===== src/rtl/adjustable_window_moving_average_macros.svh =====
// assertion macros for the adjustable window moving average block
// expects clk_i and rst_ni in the scope where the macros are used
`ifndef ADJUSTABLE_WINDOW_MOVING_AVERAGE_MACROS_SVH
`define ADJUSTABLE_WINDOW_MOVING_AVERAGE_MACROS_SVH

// consequent must hold in the same cycle as the antecedent
`define AWMA_ASSERT_SAME(lbl, ante, cons, msg) \
  lbl: assert property (@(posedge clk_i) disable iff (!rst_ni) (ante) |-> (cons)) \
    else $error(msg);

// consequent must hold in the cycle after the antecedent
`define AWMA_ASSERT_NEXT(lbl, ante, cons, msg) \
  lbl: assert property (@(posedge clk_i) disable iff (!rst_ni) (ante) |=> (cons)) \
    else $error(msg);

`endif


===== src/rtl/awma_pkg.sv =====
// shared constants and types for the adjustable window moving average
// no dependencies
`default_nettype none

package awma_pkg;

  localparam int HISTORY_DEPTH_DEF = 10;
  localparam int SAMPLE_BITS_DEF   = 16;

  localparam int AVG_BITS = 16;
  localparam int WIN_BITS = 4;

  localparam logic [7:0] CMD_WIDEN  = 8'h55;  // 'U'
  localparam logic [7:0] CMD_NARROW = 8'h44;  // 'D'

  // operation select for the shared add/subtract unit
  typedef struct packed {
    logic clear;
    logic add;
    logic div_step;
  } alu_ctrl_t;

endpackage

`default_nettype wire


===== src/rtl/awma_ram.sv =====
// generic single write port ram with registered read
// no dependencies
`default_nettype none

module awma_ram #(
  parameter int WIDTH = 16,
  parameter int DEPTH = 10
) (
  input  wire logic                     clk_i,
  input  wire logic                     we_i,
  input  wire logic [$clog2(DEPTH)-1:0] waddr_i,
  input  wire logic [WIDTH-1:0]         wdata_i,
  input  wire logic [$clog2(DEPTH)-1:0] raddr_i,
  output logic      [WIDTH-1:0]         rdata_o
);

  logic [WIDTH-1:0] mem_q [DEPTH];

  always_ff @(posedge clk_i) begin
    if (we_i) begin
      mem_q[waddr_i] <= wdata_i;
    end
    rdata_o <= mem_q[raddr_i];
  end

endmodule

`default_nettype wire


===== src/rtl/awma_alu.sv =====
// shared adder/subtractor: accumulates the window sum, then runs a
// restoring division one quotient bit per cycle; uses awma_pkg
`default_nettype none

module awma_alu #(
  parameter int SAMPLE_BITS = 16,
  parameter int NB          = 4,
  parameter int SUMW        = 20
) (
  input  wire logic                   clk_i,
  input  wire awma_pkg::alu_ctrl_t    ctrl_i,
  input  wire logic [SAMPLE_BITS-1:0] addend_i,
  input  wire logic [NB-1:0]          divisor_i,
  output logic      [SUMW-1:0]        acc_o
);

  import awma_pkg::*;

  logic [SUMW-1:0] acc_q, acc_d;
  logic [NB-1:0]   rem_q, rem_d;
  logic [NB:0]     shifted;
  logic [SUMW:0]   op_a, op_b, res;
  logic            sub;
  logic            neg;

  assign shifted = {rem_q, acc_q[SUMW-1]};

  // single adder, operands picked by the current operation
  always_comb begin
    if (ctrl_i.div_step) begin
      op_a = (SUMW+1)'(shifted);
      op_b = (SUMW+1)'(divisor_i);
      sub  = 1'b1;
    end else begin
      op_a = {1'b0, acc_q};
      op_b = (SUMW+1)'(addend_i);
      sub  = 1'b0;
    end
    res = op_a + (sub ? ~op_b : op_b) + (SUMW+1)'(sub);
    neg = res[SUMW];
  end

  always_comb begin
    acc_d = acc_q;
    rem_d = rem_q;
    if (ctrl_i.clear) begin
      acc_d = '0;
      rem_d = '0;
    end else if (ctrl_i.add) begin
      acc_d = res[SUMW-1:0];
    end else if (ctrl_i.div_step) begin
      // quotient bits shift in from the bottom as dividend bits leave the top
      acc_d = {acc_q[SUMW-2:0], ~neg};
      rem_d = neg ? shifted[NB-1:0] : res[NB-1:0];
    end
  end

  always_ff @(posedge clk_i) begin
    acc_q <= acc_d;
    rem_q <= rem_d;
  end

  assign acc_o = acc_q;

endmodule

`default_nettype wire


===== src/rtl/adjustable_window_moving_average.sv =====
// channel  dir  handshake                     payload
// s_axis   in   s_axis_tvalid/s_axis_tready   tdata: sample, command_byte; tuser: action
// m_axis   out  m_axis_tvalid/m_axis_tready   tdata: average, window_used
//
// a command word may move the window; a sample word sums the n newest history entries,
// n the window, into SUMW = SAMPLE_BITS + clog2(HISTORY_DEPTH + 1) bits, 20 by default,
// read from the history ram one entry per cycle, then divides the sum by n in the divider
// history lives in a circular ram; per-entry valid flops make unwritten entries read zero
// input is not ready while a sample is being worked; a stalled result holds the last step
// depends on awma_pkg, awma_ram, awma_alu and the macros header
`default_nettype none

module adjustable_window_moving_average #(
  parameter int HISTORY_DEPTH = awma_pkg::HISTORY_DEPTH_DEF,
  parameter int SAMPLE_BITS   = awma_pkg::SAMPLE_BITS_DEF
) (
  input  wire logic        clk_i,
  input  wire logic        rst_ni,
  input  wire logic        s_axis_tvalid,
  output logic             s_axis_tready,
  input  wire logic [23:0] s_axis_tdata,   // [15:0] sample, [23:16] command_byte
  input  wire logic        s_axis_tuser,   // [0] action
  output logic             m_axis_tvalid,
  input  wire logic        m_axis_tready,
  output logic      [23:0] m_axis_tdata    // [15:0] average, [19:16] window_used, rest zero
);

  import awma_pkg::*;

  `include "adjustable_window_moving_average_macros.svh"

  localparam int AW   = $clog2(HISTORY_DEPTH);
  localparam int NB   = $clog2(HISTORY_DEPTH + 1);
  localparam int SUMW = SAMPLE_BITS + NB;
  localparam int DCW  = $clog2(SUMW + 1);

  localparam logic [NB-1:0]  WIN_MAX   = NB'(HISTORY_DEPTH);
  localparam logic [NB-1:0]  WIN_ONE   = NB'(1);
  localparam logic [AW-1:0]  LAST_ADDR = AW'(HISTORY_DEPTH - 1);
  localparam logic [NB:0]    DEPTH_EXT = (NB+1)'(HISTORY_DEPTH);
  localparam logic [DCW-1:0] DIV_LAST  = DCW'(SUMW - 1);

  localparam logic [1:0] ST_IDLE = 2'd0;
  localparam logic [1:0] ST_SUM  = 2'd1;
  localparam logic [1:0] ST_DIV  = 2'd2;
  localparam logic [1:0] ST_DONE = 2'd3;

  logic [1:0]               state_q, state_d;
  logic [NB-1:0]            window_q, window_d;
  logic [AW-1:0]            newest_q, newest_d;
  logic [HISTORY_DEPTH-1:0] valid_q, valid_d;
  logic [NB-1:0]            cnt_q, cnt_d;
  logic                     pend_q, pend_d;
  logic                     vld_q, vld_d;
  logic [DCW-1:0]           dcnt_q, dcnt_d;
  logic                     out_vld_q, out_vld_d;
  logic [AVG_BITS-1:0]      avg_q, avg_d;
  logic [WIN_BITS-1:0]      win_out_q, win_out_d;

  logic                     s_acc;
  logic                     action;
  logic [7:0]               cmd;
  logic [SAMPLE_BITS-1:0]   sample_in;
  logic [AW-1:0]            wr_addr;
  logic [AW-1:0]            rd_addr;
  logic [NB:0]              newest_ext, cnt_ext, addr_wide;
  logic                     ram_we;
  logic [SAMPLE_BITS-1:0]   ram_rdata;
  logic [SAMPLE_BITS-1:0]   addend;
  logic [SUMW-1:0]          acc;
  logic [SUMW+15:0]         avg_full;
  logic [NB+3:0]            win_full;
  alu_ctrl_t                alu_ctrl;

  assign s_axis_tready = (state_q == ST_IDLE);
  assign s_acc         = s_axis_tvalid && s_axis_tready;
  assign action        = s_axis_tuser;
  assign cmd           = s_axis_tdata[23:16];
  assign sample_in     = SAMPLE_BITS'(s_axis_tdata[15:0]);

  assign wr_addr = (newest_q == LAST_ADDR) ? '0 : newest_q + AW'(1);
  assign ram_we  = s_acc && !action;

  // k-th newest entry, wrapping below address zero
  assign newest_ext = (NB+1)'(newest_q);
  assign cnt_ext    = (NB+1)'(cnt_q);
  assign addr_wide  = (newest_ext >= cnt_ext) ? newest_ext - cnt_ext
                                              : newest_ext + DEPTH_EXT - cnt_ext;
  assign rd_addr    = addr_wide[AW-1:0];

  assign addend   = vld_q ? ram_rdata : '0;
  assign avg_full = (SUMW+16)'(acc);
  assign win_full = (NB+4)'(window_q);

  awma_ram #(
    .WIDTH (SAMPLE_BITS),
    .DEPTH (HISTORY_DEPTH)
  ) u_hist (
    .clk_i   (clk_i),
    .we_i    (ram_we),
    .waddr_i (wr_addr),
    .wdata_i (sample_in),
    .raddr_i (rd_addr),
    .rdata_o (ram_rdata)
  );

  awma_alu #(
    .SAMPLE_BITS (SAMPLE_BITS),
    .NB          (NB),
    .SUMW        (SUMW)
  ) u_alu (
    .clk_i     (clk_i),
    .ctrl_i    (alu_ctrl),
    .addend_i  (addend),
    .divisor_i (window_q),
    .acc_o     (acc)
  );

  always_comb begin
    state_d   = state_q;
    window_d  = window_q;
    newest_d  = newest_q;
    valid_d   = valid_q;
    cnt_d     = cnt_q;
    pend_d    = pend_q;
    vld_d     = vld_q;
    dcnt_d    = dcnt_q;
    out_vld_d = out_vld_q;
    avg_d     = avg_q;
    win_out_d = win_out_q;
    alu_ctrl  = '0;

    if (m_axis_tvalid && m_axis_tready) begin
      out_vld_d = 1'b0;
    end

    case (state_q)
      ST_IDLE: begin
        if (s_acc) begin
          if (action) begin
            if (cmd == CMD_WIDEN && window_q < WIN_MAX) begin
              window_d = window_q + WIN_ONE;
            end else if (cmd == CMD_NARROW && window_q > WIN_ONE) begin
              window_d = window_q - WIN_ONE;
            end
          end else begin
            newest_d         = wr_addr;
            valid_d[wr_addr] = 1'b1;
            alu_ctrl.clear   = 1'b1;
            cnt_d            = '0;
            pend_d           = 1'b0;
            state_d          = ST_SUM;
          end
        end
      end
      ST_SUM: begin
        // read issued this cycle is added the next
        if (pend_q) begin
          alu_ctrl.add = 1'b1;
        end
        if (cnt_q != window_q) begin
          cnt_d  = cnt_q + NB'(1);
          pend_d = 1'b1;
          vld_d  = valid_q[rd_addr];
        end else begin
          pend_d = 1'b0;
          if (pend_q) begin
            dcnt_d  = '0;
            state_d = ST_DIV;
          end
        end
      end
      ST_DIV: begin
        alu_ctrl.div_step = 1'b1;
        dcnt_d            = dcnt_q + DCW'(1);
        if (dcnt_q == DIV_LAST) begin
          state_d = ST_DONE;
        end
      end
      ST_DONE: begin
        if (!out_vld_q || m_axis_tready) begin
          avg_d     = avg_full[15:0];
          win_out_d = win_full[3:0];
          out_vld_d = 1'b1;
          state_d   = ST_IDLE;
        end
      end
      default: begin
        state_d = ST_IDLE;
      end
    endcase
  end

  always_ff @(posedge clk_i or negedge rst_ni) begin
    if (!rst_ni) begin
      state_q   <= ST_IDLE;
      window_q  <= WIN_ONE;
      newest_q  <= '0;
      valid_q   <= '0;
      cnt_q     <= '0;
      pend_q    <= 1'b0;
      vld_q     <= 1'b0;
      dcnt_q    <= '0;
      out_vld_q <= 1'b0;
    end else begin
      state_q   <= state_d;
      window_q  <= window_d;
      newest_q  <= newest_d;
      valid_q   <= valid_d;
      cnt_q     <= cnt_d;
      pend_q    <= pend_d;
      vld_q     <= vld_d;
      dcnt_q    <= dcnt_d;
      out_vld_q <= out_vld_d;
    end
  end

  always_ff @(posedge clk_i) begin
    avg_q     <= avg_d;
    win_out_q <= win_out_d;
  end

  assign m_axis_tvalid = out_vld_q;
  assign m_axis_tdata  = {4'b0000, win_out_q, avg_q};

  `AWMA_ASSERT_SAME(a_window_range, 1'b1,
                    (window_q >= WIN_ONE) && (window_q <= WIN_MAX),
                    "window out of range")
  `AWMA_ASSERT_NEXT(a_sample_keeps_window, s_acc && !action,
                    window_q == $past(window_q),
                    "sample changed window")
  `AWMA_ASSERT_SAME(a_sum_count, state_q == ST_SUM,
                    cnt_q <= window_q,
                    "sum read count past window")
  `AWMA_ASSERT_NEXT(a_done_holds, (state_q == ST_DONE) && out_vld_q && !m_axis_tready,
                    (state_q == ST_DONE) && $stable(avg_q),
                    "result overwritten while stalled")

endmodule

`default_nettype wire


===== config.mk =====
export PLATFORM = sky130hd
export DESIGN_NAME = adjustable_window_moving_average
export DESIGN_NICKNAME = d
export VERILOG_FILES = /design/src/rtl/awma_pkg.sv /design/src/rtl/awma_ram.sv /design/src/rtl/awma_alu.sv /design/src/rtl/adjustable_window_moving_average.sv
export VERILOG_INCLUDE_DIRS = /design/src /design/src/rtl
export SDC_FILE = /design/constraint.sdc
export NUM_CORES = 1
export LEC_CHECK = 0
export BUFFER_PORTS_ARGS = -buffer_cell sky130_fd_sc_hd__buf_2
export CAP_MARGIN = 40
export CORE_MARGIN = 4
export CORE_UTILIZATION = 30
export DETAILED_ROUTE_END_ITERATION = 10
export SLEW_MARGIN = 20
export SYNTH_ARGS = -nofsm -noshare
export SYNTH_HDL_FRONTEND = slang
export SYNTH_SLANG_ARGS = --single-unit

===== constraint.sdc =====
create_clock -name clk_i -period 5.71 [get_ports clk_i]
set_input_delay 0.2855 -clock clk_i [delete_from_list [all_inputs] [get_ports clk_i]]
set_output_delay 0.2855 -clock clk_i [all_outputs]
set_load 0.05 [all_outputs]

==> results.md, run 1 <==
* DRC at 0
* Largest net degree at the start of global routing at 48
* Vias/cell at roughly 4.8
* Met1 usage at roughly 17%
* Worst Hold Launch: s_axis_tdata[10]
* Num CTS Buffers at 27
* Min-Delay Endpoint: u_hist.mem_q[3][10]
* Slew @ Worst Pin at between 600 and 700 ps
* Nets at 965
* Detail Route Antenna Nets at 0
* Worst setup EP type: register
* Syn_area_per_cell at 13.6 um^2
* Syn. warnings at 0
* # rows at a little over 70
* GRT Total Usage at a little under an eighth
* Synth Cell Area at between 10000 and 15000 um^2
* CP required at 6160 ps
* First-pass GRT wire length at between 30000 and 40000 um
* Area of the die at roughly 41000 um^2
* Worst reg-to-reg path cell count at 13
* Clock transition at path regs at ~60 ps
* TNS Setup at 0 ps
* TritonRoute pass-1 iters at 4
* Syn-to-layout area delta at 16.6%
* Fmax at between 200 and 300 MHz
* CTS tree: done
* Post-synth ARST share at approximately 13%
* Setup-failing EPs final at 0
* Gr ovfl total at 0
* Headroom to the max-slew limit at ~59%
* Critical path, cell by cell: inv_1 -> ha_2 -> buf_4 -> and4b_4 -> a21o_1 -> fa_1 -> a211oi_1 -> o21ai_1 -> a32oi_1 -> a211oi_1 -> xnor2_1 -> nand4_1 -> o221ai_1
* Cells after synthesis at between 800 and 900
* Final hold violation count at 0
* Commonest non-fill, non-tap cell in the layout: edfxtp_1
* Vias in the first global route at between 6000 and 7000
* Primary FF master, synth: edfxtp_1
* Clock Tree Buf Depth at 3
* Number of synthesized flops with an enable pin at 180
* Yosys reg bits at 252
* Crit-path max FO at 47
* Max Cap Violations at 0
* Crit path depth at 13
* Grt met3 use at 1.97%
* Final worst path period need at just under 4000 ps
* FF-to-FF Start: state_q[0]
* Final setup skew at between 10 and 15 ps
* Vias after detailed routing at slightly below 7000
* Port Buf Inserts at 50
* Root Driver: clkbuf_16
* Pins Over Slew Limit at 0
* Unrepaired setup endpoints after global routing: no
* Clock sink total at 252
* Fraction of layout cells with a size suffix above 1 at between 20% and 30%
* Final WL at 24500 um
* CP top delay family: compound AO/OA/AOI/OAI gates
* Worst setup SP type: register
* Bufs and invs on worst path at 2
* Wire per inst at roughly 17 um
* Starting Density at a little under a third
* Setup slack, reg-to-reg at roughly 1900 ps
* CP Data Arrival Time at roughly 4300 ps
* Worst-Skew Late Latency at ~540 ps
* Htree depth at 1
* Yosys cell types at between 70 and 80
* Hpwl dp at ~15000 um
* CP max stage cell: buf_4
* Worst stage delay on the critical path at approximately 460 ps
* Io pins at between 50 and 60
* RR Endpoint: u_alu.rem_q[2]
* GR Layer Usage met2 at 19.1%
* Initial antenna violation count at 1
* Antenna cells at 0
* Chip height at just over 200 um
* Worst Hold Class: in2reg
* Fillers at around 3700
* Run status: finished, final reports clean
* Post-CTS Setup Repair Bufs at 0
* Final worst-path cycle share at between 60 and 70%
* Die Span X at 203 um
* Cell mode on critical path: a211oi_1
* Hold Crit Depth at 1
* Routability Congestion at 0.815
* Core Region at around 38000 um^2
* GR peak layer: met2
* Most frequent cells in the layout: edfxtp_1, nand2_1, buf_2, a21oi_1, dfxtp_1
* Sequential area share after synthesis at just over 60%
* Starting DRT DRC Count at around 470
* Critical path class: reg2reg
[how the worst max path moves through the flow]
stage,from,to,slack [ps]
2_1_floorplan,state_q[0],u_hist.mem_q[2][0],1950
3_3_place_gp,newest_q[1],u_hist.rdata_o[9],2010
3_5_place_dp,state_q[0],u_alu.rem_q[2],1920
4_1_cts,state_q[0],u_alu.rem_q[2],1910
5_1_grt,state_q[0],u_alu.rem_q[1],1580
6_report,state_q[0],u_alu.rem_q[2],1860
[sequential cells by signal (all words and copies together) (netlist names)]
signal and flops:
avg_q 16, cnt_q 4, dcnt_q 5, m_axis_tvalid 1, newest_q 4, pend_q 1, state_q 2, u_alu.acc_o 20
u_alu.rem_q 4, u_hist.mem_q 160, u_hist.rdata_o 16, valid_q 10, vld_q 1, win_out_q 4, window_q 4
[cells in the mapped netlist, types with 28 or more instances]
| cell | number | area share (%) |
|---|---|---|
| a211oi_1 | 31 | 2.0 |
| edfxtp_1 | 180 | 47 |
| ha_1 | 31 | 3.4 |
| mux4_2 | 34 | 6.7 |
| o21ai_0 | 38 | 1.7 |
| nand2_1 | 51 | 1.7 |
| dfrtp_1 | 31 | 6.8 |
| mux2i_1 | 28 | 2.5 |
| a21oi_1 | 43 | 1.9 |
| nor2_1 | 32 | 1.1 |
| dfxtp_1 | 40 | 7.0 |
| nor2b_1 | 33 | 1.8 |
| clkbuf_1 | 28 | 0.92 |
[routing by layer]
layer,part of all wire (%),wire length [um],up-vias
met3,4.3,1070,32
met1,48,11700,3429
met4,1.7,406,2
met5,0.049,12,-
li1,-,-,3311
met2,46,11300,132
[cell families (layout without fill, tap and decap cells)]
family	count (synthesis)	count (layout)	synth area share [%]
XOR/XNOR	28	28	2.21
AND/OR/NAND/NOR	193	193	8.59
multiplexers	69	69	9.84
other	1	4	0.0328
AO/OA/AOI/OAI	191	191	11.1
flip-flops	252	252	61.3
adder cells (fa/ha/maj)	35	35	4.09
buffers and inverters	73	150	2.84
[per-stage QoR]
step / std cells / hold slack (ps) / util [%] / instance area [um^2] / setup WS, ps
after floorplan: 845 / -10.1 / - / 11400 / 1950
after global placement: 1376 / 423 / 32.7 / 12300 / 2010
after detailed placement: 1381 / 422 / 32.9 / 12400 / 1920
after CTS: 1432 / 30.2 / 35.3 / 13300 / 1910
after global routing: 1433 / 41.0 / 35.4 / 13300 / 1580
final: 1433 / 51.3 / 35.4 / 13300 / 1860
[what timing repair did]
item	4_1_cts	5_1_grt
resized for setup	0	0
hold buffers	1	0
hold endpoints to repair	31	0
[worst reg2reg max path, cell delays in order (launching register included)]
cell,delay [ps]
dfrtp_1,400
inv_1,130
ha_2,210
buf_4,460
and4b_4,300
a21o_1,160
fa_1,430
a211oi_1,310
o21ai_1,190
a32oi_1,400
a211oi_1,210
xnor2_1,330
nand4_1,140
o221ai_1,120
[layout make-up]
type                       count  area (um^2)  area share, %
clock buffer                  34          712           5.34
timing repair buffer          74          508           3.81
tap                          511          639           4.80
clock inverter                16          173           1.30
multi-input combinational    520         4190           31.4
inverter                      26         97.6          0.732
sequential                   252         7010           52.6
Power of run 1 is not shown: default switching activity piles up to over one toggle a cycle in this logic, so the estimate is an artifact.
==> run 2, diff against run 1 <==
- clock period: 5.71 -> 3.65 ns (I/O delays scaled with it)
==> run 2 against run 1 <==
  * Design area up 3.4%
  * Register-to-register slack lost 1600 ps
  * Critical path type unchanged
  * Die area is the same
  * Largest cell class unchanged
  * Worst hold slack got worse by 9.4 ps
  * Count of clock-buffer cells in the layout shrank 6
  * Maximum frequency is 14% higher
  * Global-route usage shrank 0.23 points
  * Non-clock buffer count grew 31
  * Wire length hardly changed
  * Sequential share of layout area is 1.7 points lower
==> results.md, run 2 (synthesis results as in run 1) <==
* Critical path class: reg2reg
* Antenna cells at 0
* Worst Hold Class: in2reg
* Commonest non-fill, non-tap cell in the layout: edfxtp_1
* Clock Tree Buf Depth at 3
* CTS tree: done
* Placed instance area at between 10000 and 15000 um^2
* Largest net degree at the start of global routing at 52
* CP max stage cell: fa_1
* Hpwl dp at ~16000 um
* Final setup skew at between 10 and 15 ps
* Worst setup EP type: register
* Most frequent cells in the layout: edfxtp_1, nand2_1, buf_2, a21oi_1, dfxtp_1
* Syn-to-layout area delta at 20.6%
* Starting DRT DRC Count at between 400 and 500
* Routability Congestion at roughly 0.86
* Io pins at 55
* Worst-Skew Late Latency at about 550 ps
* Headroom to the max-slew limit at between 40% and 50%
* Crit-path max FO at 13
* Vias in the first global route at around 7000
* Reg area at 7010 um^2
* Max FFs per register at 160
* DRC at 0
* First-pass GRT wire length at ~39000 um
* Starting Density at a little under a third
* Pins Over Slew Limit at 0
* Unrepaired setup endpoints after global routing: no
* Final worst-path cycle share at between 90% and 100%
* Root Driver: clkbuf_16
* Die Span X at 203 um
* Bufs and invs on worst path at 2
* CP required at a little over 4000 ps
* Htree depth at 1
* Fraction of layout cells with a size suffix above 1 at between 20% and 30%
* Worst stage delay on the critical path at a little under 500 ps
* Vias after detailed routing at around 7100
* Area of the die at roughly 41000 um^2
* Most flop-heavy register: u_hist.mem_q
* Nets at between 900 and 1000
* Num CTS Buffers at 27
* Port Buf Inserts at 50
* Max Cap Violations at 0
* Final worst path period need at around 3400 ps
* Final instance area at approximately 14000 um^2
* Clock transition at path regs at around 60 ps
* Setup-failing EPs final at 0
* Run status: finished, final reports clean
* GRT Total Usage at between 10% and 20%
* Post-layout util at between 30 and 40%
* CP top delay family: compound AO/OA/AOI/OAI gates
* TritonRoute pass-1 iters at 5
* Wire per inst at 16.7 um
* # rows at 71
* Fmax at between 200 and 300 MHz
* Fillers at 3632
* Core Region at 37700 um^2
* Area of the multi-input gates at 4220 um^2
* Worst hold slack at between 40 and 50 ps
* Gr ovfl total at 0
* Worst setup SP type: register
* Slew @ Worst Pin at between 700 and 800 ps
* Chip height at approximately 200 um
* Detail Route Antenna Nets at 0
* Initial antenna violation count at 0
* Vias/cell at just under 5
* Clock sink total at 252
* Final hold violation count at 0
* Final WL at roughly 25000 um
* CP Data Arrival Time at approximately 3800 ps
* TNS Setup at 0 ps
* Critical path, cell by cell: inv_1 -> ha_4 -> clkinvlp_4 -> nand3_1 -> o21ai_0 -> fa_1 -> a211oi_2 -> o21ai_1 -> a21o_1 -> a21oi_1 -> o21bai_1 -> and3_1 -> a2111oi_0
run 2: tightest hold or removal path, cell delays in order:
cell     delay [ps]
buf_2           110
nand3_1         100
a21oi_2          70
xnor2_1         120
run 2: final cells by class:
cell class,instances,area share (%)
Sequential cell,252,50.9
Timing Repair Buffer,105,5.81
Inverter,26,0.735
Tap cell,511,4.64
Clock buffer,28,4.93
Multi-Input combinational cell,520,30.6
Clock inverter,22,2.40
run 2: what timing repair did:
item / in CTS / in global routing
hold endpoints to repair: 192 / 1
gates resized for setup: 0 / 5
endpoints found under the setup margin: 0 / 15
setup buffers: 0 / 3
hold buffers: 18 / 1
run 2: layer usage:
metal | wire (um) | up-vias | global-route usage [%]
met5 | 0 | - | 0
li1 | - | 3379 | -
met2 | 11200 | 172 | 18.6
met3 | 1170 | 32 | 2.08
met4 | 471 | 0 | 2.53
met1 | 11600 | 3478 | 16.6
run 2: final timing paths:
path                               start               to  slack, ps  depth (start not counted)
setup / recovery              state_q[0]  u_alu.acc_o[10]        290                         13
hold / removal             s_axis_tvalid      window_q[0]         40                          4
max in group asynchronous         rst_ni      window_q[0]       2720                          4
setup reg to reg              state_q[0]  u_alu.acc_o[10]        290                         13
hold reg to reg               valid_q[6]       valid_q[6]        470                          1
min in group asynchronous         rst_ni      newest_q[1]        490                          3
run 2: per-stage QoR:
step | worst slack (ps) | instances
after floorplan | 168 | 845
after global placement | 151 | 1389
after detailed placement | 45.4 | 1390
after CTS | 21.9 | 1458
after global routing | 37.0 | 1464
final | 287 | 1464
Power of run 2 is left out for the same reason.
==> run 3, diff against run 2 <==
- PLACE_DENSITY: default -> 0.55
==> run 3 against run 2 <==
  * Global-route usage increased by 0.19 points
  * Worst hold slack got worse by 20 ps
  * Register-to-register slack got worse by 40 ps
  * Non-clock buffer count decreased by 7
==> results.md, run 3 (synthesis results as in run 1) <==
* Vias in the first global route at roughly 7000
* Clock transition at path regs at about 60 ps
* Starting DRT DRC Count at 433
* GR peak layer: met2
* CP max stage cell: dfrtp_1
* Met1 usage at between 10% and 20%
* Post-layout util at a little over a third
* Final WL at roughly 25000 um
* Num CTS Buffers at 28
* Vias after detailed routing at ~6900
* Run status: finished, final reports clean
* Setup slack, reg-to-reg at roughly 250 ps
* Area of the die at roughly 41000 um^2
* Crit-path max FO at 32
* Hpwl dp at around 16000 um
* Largest net degree at the start of global routing at between 50 and 60
* Detail Route Antenna Nets at 0
* GR Layer Usage met2 at a little under a fifth
* Worst hold slack at approximately 22 ps
* GRT Total Usage at between 10% and 20%
* Pins Over Slew Limit at 0
* Chip height at roughly 200 um
* TNS Setup at 0 ps
* CP required at slightly above 4000 ps
* Max FFs per register at between 150 and 200
* Nets at 990
* Fillers at 3707
* Final instance area at approximately 14000 um^2
* Port Buf Inserts at 50
* Fmax at just under 300 MHz
* Final setup skew at approximately 24 ps
* DRC at 0
* Syn-to-layout area delta at 18.7%
* FF-to-FF Start: state_q[0]
* First-pass GRT wire length at approximately 40000 um
* Vias/cell at between 4 and 5
* Final worst-path cycle share at 93.2%
* Clock sink total at around 250
* Placed instance area at about 12000 um^2
* Setup-failing EPs final at 0
* # rows at 71
* Routability Congestion at slightly above 0.8
* Initial antenna violation count at 1
* Wire per inst at 16.9 um
* Io pins at between 50 and 60
* Worst-Skew Late Latency at 560 ps
* Critical path, cell by cell: inv_1 -> ha_1 -> buf_12 -> nor2b_1 -> ha_1 -> and3_1 -> and3_1 -> a32oi_2 -> a21oi_2 -> a211oi_1 -> a311o_1 -> a21oi_1
* Most flop-heavy register: u_hist.mem_q
* Starting Density at a little under a third
* Unrepaired setup endpoints after global routing: yes
* Final worst path period need at 3400 ps
* Worst reg-to-reg path cell count at 12
* Commonest non-fill, non-tap cell in the layout: edfxtp_1
* Slew @ Worst Pin at 723 ps
* Area of the multi-input gates at 4220 um^2
* Fraction of layout cells with a size suffix above 1 at 20.7%
* TritonRoute pass-1 iters at 5
* Post-CTS Setup Repair Bufs at 0
* Grt met3 use at under 10%
* Root Driver: clkbuf_16
* Gr ovfl total at 0
* Worst setup SP type: register
* CTS tree: done
* CP top delay family: compound AO/OA/AOI/OAI gates
* Bufs and invs on worst path at 2
* Clock Tree Buf Depth at 3
* Critical path class: reg2reg
* Reg area at ~7000 um^2
* Headroom to the max-slew limit at approximately half
* CP Data Arrival Time at slightly below 4000 ps
* Die Span X at 203 um
* Most frequent cells in the layout: edfxtp_1, nand2_1, buf_2, a21oi_1, dfxtp_1
* Htree depth at 1
* Final hold violation count at 0
* Max Cap Violations at 0
* Core Region at 37700 um^2
* Worst setup EP type: register
* RR Endpoint: u_alu.acc_o[16]
* Worst stage delay on the critical path at ~400 ps
* Worst Hold Class: in2async
[run 3: stage by stage]
stage | setup slack, ps | std cells
floorplan | 168 | 845
global placement | 169 | 1387
detailed placement | 81.1 | 1388
CTS | 53.2 | 1457
global route | -7.87 | 1459
finish | 248 | 1459
[run 3: worst max-delay path by stage]
stage	end	start	cells after the start
2_1_floorplan	u_alu.acc_o[10]	state_q[0]	15
3_3_place_gp	u_alu.rem_q[2]	state_q[0]	12
3_5_place_dp	u_alu.rem_q[0]	state_q[0]	13
4_1_cts	u_alu.rem_q[0]	state_q[0]	13
5_1_grt	u_alu.rem_q[2]	state_q[0]	12
6_report	u_alu.acc_o[16]	state_q[0]	12
[run 3: cell type report]
cell class / instances / share of cell area (%)
Multi-Input combinational cell: 520 / 31.1
Antenna cell: 1 / 0.0184
Tap cell: 511 / 4.71
Sequential cell: 252 / 51.7
Inverter: 26 / 0.719
Clock buffer: 42 / 5.70
Timing Repair Buffer: 98 / 5.35
Clock inverter: 9 / 0.756
[run 3: repair_timing]
item                                    4_1_cts  5_1_grt
hold buffers                                 18        0
endpoints found under the setup margin        0       12
hold endpoints to repair                    192        0
gates resized for setup                       0        3
[run 3: worst reg2reg max path, delay by kind of cell (launching register included)]
family | cells | cell delay [ps]
buffers and inverters | 2 | 410
DFF | 1 | 400
AOI/OAI and AO/OA | 5 | 1100
and+or+nand+nor | 3 | 650
adders and majority gates | 2 | 770
[run 3: per-layer routing]
metal / vias up / wire length [um] / share of wire [%]
li1: 3360 / - / -
met1: 3372 / 11900 / 48
met2: 127 / 11300 / 46
met3: 39 / 872 / 3.5
met4: 0 / 577 / 2.3
met5: - / 0 / 0
Power of run 3 is left out for the same reason.
